File: src/design/rrfsd_pkg.sv
// Shared types and constants for the round-robin free-server dispatcher.
package rrfsd_pkg;

  // Field widths.
  localparam int unsigned IDX_W   = 4;
  localparam int unsigned TIME_W  = 32;
  localparam int unsigned BUSY_W  = 33;
  localparam int unsigned TOTAL_W = 48;
  localparam int unsigned CNT_W   = 5;

  // Server indexes are four bits wide, so at most this many servers take part.
  localparam int unsigned INDEX_CAP       = 16;
  localparam int unsigned SERVERS_DEFAULT = 16;

  localparam logic [CNT_W-1:0] SERVER_COUNT_RESET = CNT_W'(16);

  // Control states of the sequencer.
  typedef enum logic [1:0] {
    ST_IDLE,
    ST_DISP,
    ST_MAX,
    ST_LIST
  } state_e;

  // What the cells do with the token this cycle.
  typedef enum logic [1:0] {
    MODE_DISP,
    MODE_MAX,
    MODE_LIST
  } mode_e;

  // Token moving along the chain: its running maximum and tie count.
  typedef struct packed {
    logic               valid;
    logic [TOTAL_W-1:0] max;
    logic [CNT_W-1:0]   cnt;
  } link_t;

  // Values broadcast to every cell.
  typedef struct packed {
    logic              en;
    mode_e             mode;
    logic [TIME_W-1:0] arrival;
    logic [TIME_W-1:0] work;
    logic [BUSY_W-1:0] busy_new;
  } cell_ctrl_t;

  // What one cell reports back.
  typedef struct packed {
    logic  claim;
    logic  listed;
    link_t pass;
  } cell_stat_t;

endpackage

File: src/design/rrfsd_cell.sv
// One server cell: busy timer, running total and a token slot in the chain.
module rrfsd_cell (
  input  logic                   clk_i,
  input  logic                   rst_ni,
  input  rrfsd_pkg::cell_ctrl_t  ctrl_i,
  input  rrfsd_pkg::link_t       link_i,
  output rrfsd_pkg::cell_stat_t  stat_o
);
  import rrfsd_pkg::*;

  logic               tok_q, tok_d;
  logic [TOTAL_W-1:0] max_q, max_d;
  logic [CNT_W-1:0]   cnt_q, cnt_d;
  logic [BUSY_W-1:0]  busy_q, busy_d;
  logic [TOTAL_W-1:0] total_q, total_d;
  logic               free;
  logic               claim;
  logic [TOTAL_W:0]   sum;

  // The server is free when its timer ran out strictly before the arrival.
  assign free  = busy_q < {1'b0, ctrl_i.arrival};
  assign claim = tok_q && (ctrl_i.mode == MODE_DISP) && free;
  assign sum   = {1'b0, total_q} + (TOTAL_W + 1)'(ctrl_i.work);

  // Report back and hand the token on to the neighbor.
  always_comb begin
    stat_o.claim      = claim;
    stat_o.listed     = tok_q && (ctrl_i.mode == MODE_LIST) && (total_q == max_q);
    stat_o.pass.valid = tok_q && !claim;
    stat_o.pass.max   = max_q;
    stat_o.pass.cnt   = cnt_q;
    if (ctrl_i.mode == MODE_MAX) begin
      if (total_q > max_q) begin
        stat_o.pass.max = total_q;
        stat_o.pass.cnt = CNT_W'(1);
      end else if (total_q == max_q) begin
        stat_o.pass.cnt = cnt_q + CNT_W'(1);
      end
    end
  end

  // When enabled, the slot takes the link; a claim sets busy and total.
  always_comb begin
    tok_d   = tok_q;
    max_d   = max_q;
    cnt_d   = cnt_q;
    busy_d  = busy_q;
    total_d = total_q;
    if (ctrl_i.en) begin
      tok_d = link_i.valid;
      max_d = link_i.max;
      cnt_d = link_i.cnt;
      if (claim) begin
        busy_d  = ctrl_i.busy_new;
        total_d = sum[TOTAL_W] ? {TOTAL_W{1'b1}} : sum[TOTAL_W-1:0];
      end
    end
  end

  always_ff @(posedge clk_i or negedge rst_ni) begin
    if (!rst_ni) begin
      tok_q   <= 1'b0;
      busy_q  <= '0;
      total_q <= '0;
    end else begin
      tok_q   <= tok_d;
      busy_q  <= busy_d;
      total_q <= total_d;
    end
  end

  // Token payload needs no reset.
  always_ff @(posedge clk_i) begin
    max_q <= max_d;
    cnt_q <= cnt_d;
  end

endmodule

File: config.mk
export PLATFORM = sky130hd
export DESIGN_NAME = rrfsd_cell
export DESIGN_NICKNAME = d
export VERILOG_FILES = /design/src/design/rrfsd_pkg.sv /design/src/design/rrfsd_cell.sv
export SDC_FILE = /design/constraint.sdc
export NUM_CORES = 1
export LEC_CHECK = 0
export BUFFER_PORTS_ARGS = -buffer_cell sky130_fd_sc_hd__buf_2
export CORE_UTILIZATION = 53
export DETAILED_ROUTE_END_ITERATION = 10
export GPL_ROUTABILITY_DRIVEN = 0
export GPL_TIMING_DRIVEN = 0
export PLACE_DENSITY = 0.9
export SYNTH_ARGS = -nofsm -noshare
export SYNTH_HDL_FRONTEND = slang
export SYNTH_SLANG_ARGS = --single-unit
export TNS_END_PERCENT = 5
File: constraint.sdc
create_clock -name clk_i -period 4.15 [get_ports clk_i]
set_clock_uncertainty 0.1 [all_clocks]
set_input_delay 0.415 -clock clk_i [delete_from_list [all_inputs] [get_ports clk_i]]
set_output_delay 0.415 -clock clk_i [all_outputs]
set_load 0.01 [all_outputs]
==> metrics.cfg <==
[critical_path]
r2r_start = total_q[0]
crit_fanout = 10
worstPathArrival_ps = 3380
worst_setup_path_start_kind = register
crit_start = total_q[37]
path_class = register to output port
end_kind = output port
regToRegSetupSlack_ps = 450
r2r-end = total_q[30]
required_ps = 3630
r2r_cells = 11

[min_path]
hold_depth = 1
min_from = link_i[0]
hold_class = input pin to register
hold_path_end = cnt_q[0]

[pwr]
peakVddDrop_uv = 340.1
power_density_mw_per_mm2 = 581.8
leakage_nw = 5.585

[route]
avgRoutedWirePerCell_um = 16.93
routed_via_density = 5.701
drc = 0
ant_nets = 0
drtIter0Drc = 489
route.vias.total = 7907
totalWireLength_um = 23480
dr.pass1.iters = 7

[outcome]
status = completed

[clocking]
cts_root_buffer = clkbuf_16
htree_num_levels = 4
cts_tree = built
cts_buffer_depth = 2
cts_sinks = 135
numCtsBuffers = 17
clock_latency_ps = 420
path_clk_slew_ps = 70

[die]
die_w_um = 134.3
fp.dieH_um = 134.3
ios = 212
placementRows = 48
fp.dieArea_sq_mm = 0.01803
core_area_sq_mm = 0.01718
initial_utilization_pct = 54.00

[finish]
finalNonFillerCells = 1387
drive_gt1_share_pct = 30.29
fin_nets = 1418
n_fill_cell = 1354
layout_commonest_cell = buf_2
diodes = 0
layout_common_cells = 225 x buf_2, 112 x ha_1, 93 x inv_1
syn_to_final_growth_pct = 21.46

[synthesis]
ys.warnings.count = 0
syn_nets = 1186
yosysTopAreaCell = dfrtp_1
ys_seq_elements = 135
synth-seq-area-share_pct = 39.28
synth_top_area_share_pct = 22.12
syn_avg_cell_area_sq_um = 10.11
synthTopCellsByArea = dfrtp_1 22%, edfxtp_1 17%, ha_1 15%
synth-edff-count = 53
synth_ff_type = dfrtp_1
yosysUniqueCellTypes = 60
synth_area_sq_mm = 0.009275
async_flop_share_pct = 60.74
post_synth_inst_count = 917

[sta]
fmax_mhz = 256.5
period_share_pct = 93.95
rsz0062_at_grt = false
holdWs_ps = 61.13
hold_violations = 0
drv_slew = 0
fin_setup_tns_ps = 0
setup_viol = 0
tightest_slew_ps = 1347
layout_min_cycle_time_ps = 3899
maxSlewHeadroom_pct = 10.21

[grt]
grt_pass1_vias = 7973
grt_overflow_total = 0
grt_start_max_net_pins = 56
grt_pass1_wl_um = 37980
antenna_found_initial = 0
grt_usage_pct = 26.86

[job]
cap_violations = 0

[place]
dp.cells = 1354
place_hpwl_um = 18220
port_buffers = 211

==> critical path, cell delays in order, from the launching register on <==
cell      delay [ps]
dfrtp_1          420
ha_1             310
a21o_1           160
a21o_1           170
a21oi_1          160
nor2_1            60
a211oi_1         250
o211ai_1         200
o21bai_2         320
clkbuf_2         370
mux2_2           380
buf_2            140
==> layout make-up <==
| type | instances | area, sq um | area share (%) |
|---|---|---|---|
| Multi-Input combinational cell | 655 | 5142 | 45.65 |
| Sequential cell | 135 | 3643 | 32.34 |
| Timing Repair Buffer | 213 | 1096 | 9.729 |
| Clock buffer | 18 | 439.2 | 3.898 |
| Inverter | 93 | 349.1 | 3.099 |
| Tap cell | 225 | 281.5 | 2.499 |
| Buffer | 34 | 175.2 | 1.555 |
| Clock inverter | 14 | 138.9 | 1.233 |
==> flip-flops by register name, indices dropped and copies added (netlist names) <==
name,cells
max_q,48
total_q,48
busy_q,33
cnt_q,5
tok_q,1
==> Yosys cell counts (all sizes together), types with 6 or more instances <==
cell type,n
nand2,38
xor2,9
clkbuf,14
nor2b,12
ha,112
nand3,25
nand4,25
mux2,86
a21o,39
edfxtp,53
a21oi,66
and2,6
o21a,10
xnor2,20
and3,10
o21ai,34
a31oi,32
nor2,49
dfrtp,82
buf,20
o21bai,6
o22a,6
o211ai,6
inv,93
nor3,9
==> routing by layer <==
layer / track usage [%] / part of all wire [%] / vias up
li1: - / - / 3824
met1: 31.21 / 41 / 3757
met2: 47.38 / 50 / 282
met3: 6.689 / 6.9 / 44
met4: 10.55 / 2.4 / 0
met5: 0 / 0 / -
==> metrics by stage <==
step                util [%]  power (W)  cell area (sq um)  setup WS [ps]
floorplan                  -   0.004247               9275           1013
global placement       61.79   0.004854              10610          203.1
detailed placement     61.96   0.005015              10640          171.0
CTS                    65.49   0.006541              11250          9.912
global route           65.59   0.007046              11270          12.21
finish                 65.59   0.006554              11270          251.1
==> report_power, final <==
part	internal [W]	total, W	switching [W]
clock network	0.000854	0.00149	0.000631
registers	0.00177	0.00210	0.000332
logic	0.00138	0.00297	0.00159
==> logic make-up (layout without fill, tap and decap cells) <==
family          Yosys count  after routing  share of synthesized area (%)
compound gates          224            224                          15.45
simple gates            202            202                          11.24
flops                   135            135                          39.28
buf+inv                 127            372                          5.423
fa+ha+maj               113            113                          15.32
mux                      87             87                          10.55
xor+xnor                 29             29                          2.739
==> what timing repair did <==
| item | CTS | global route |
|---|---|---|
| pin swaps | 0 | 0 |
| gates resized for setup | 5 | 9 |
| endpoints found under the setup margin | 41 | 30 |
| cloned | 0 | 0 |
| hold buffers | 1 | 0 |
| setup buffers | 0 | 0 |
| endpoints found under the hold margin | 37 | 0 |
==> worst max path at each step <==
stage | to
global route | stat_o[13]
finish | stat_o[28]
detailed placement | stat_o[35]
floorplan | stat_o[43]
CTS | stat_o[26]
global placement | stat_o[40]
No activity file was read; power rests on OpenSTA's default activity.
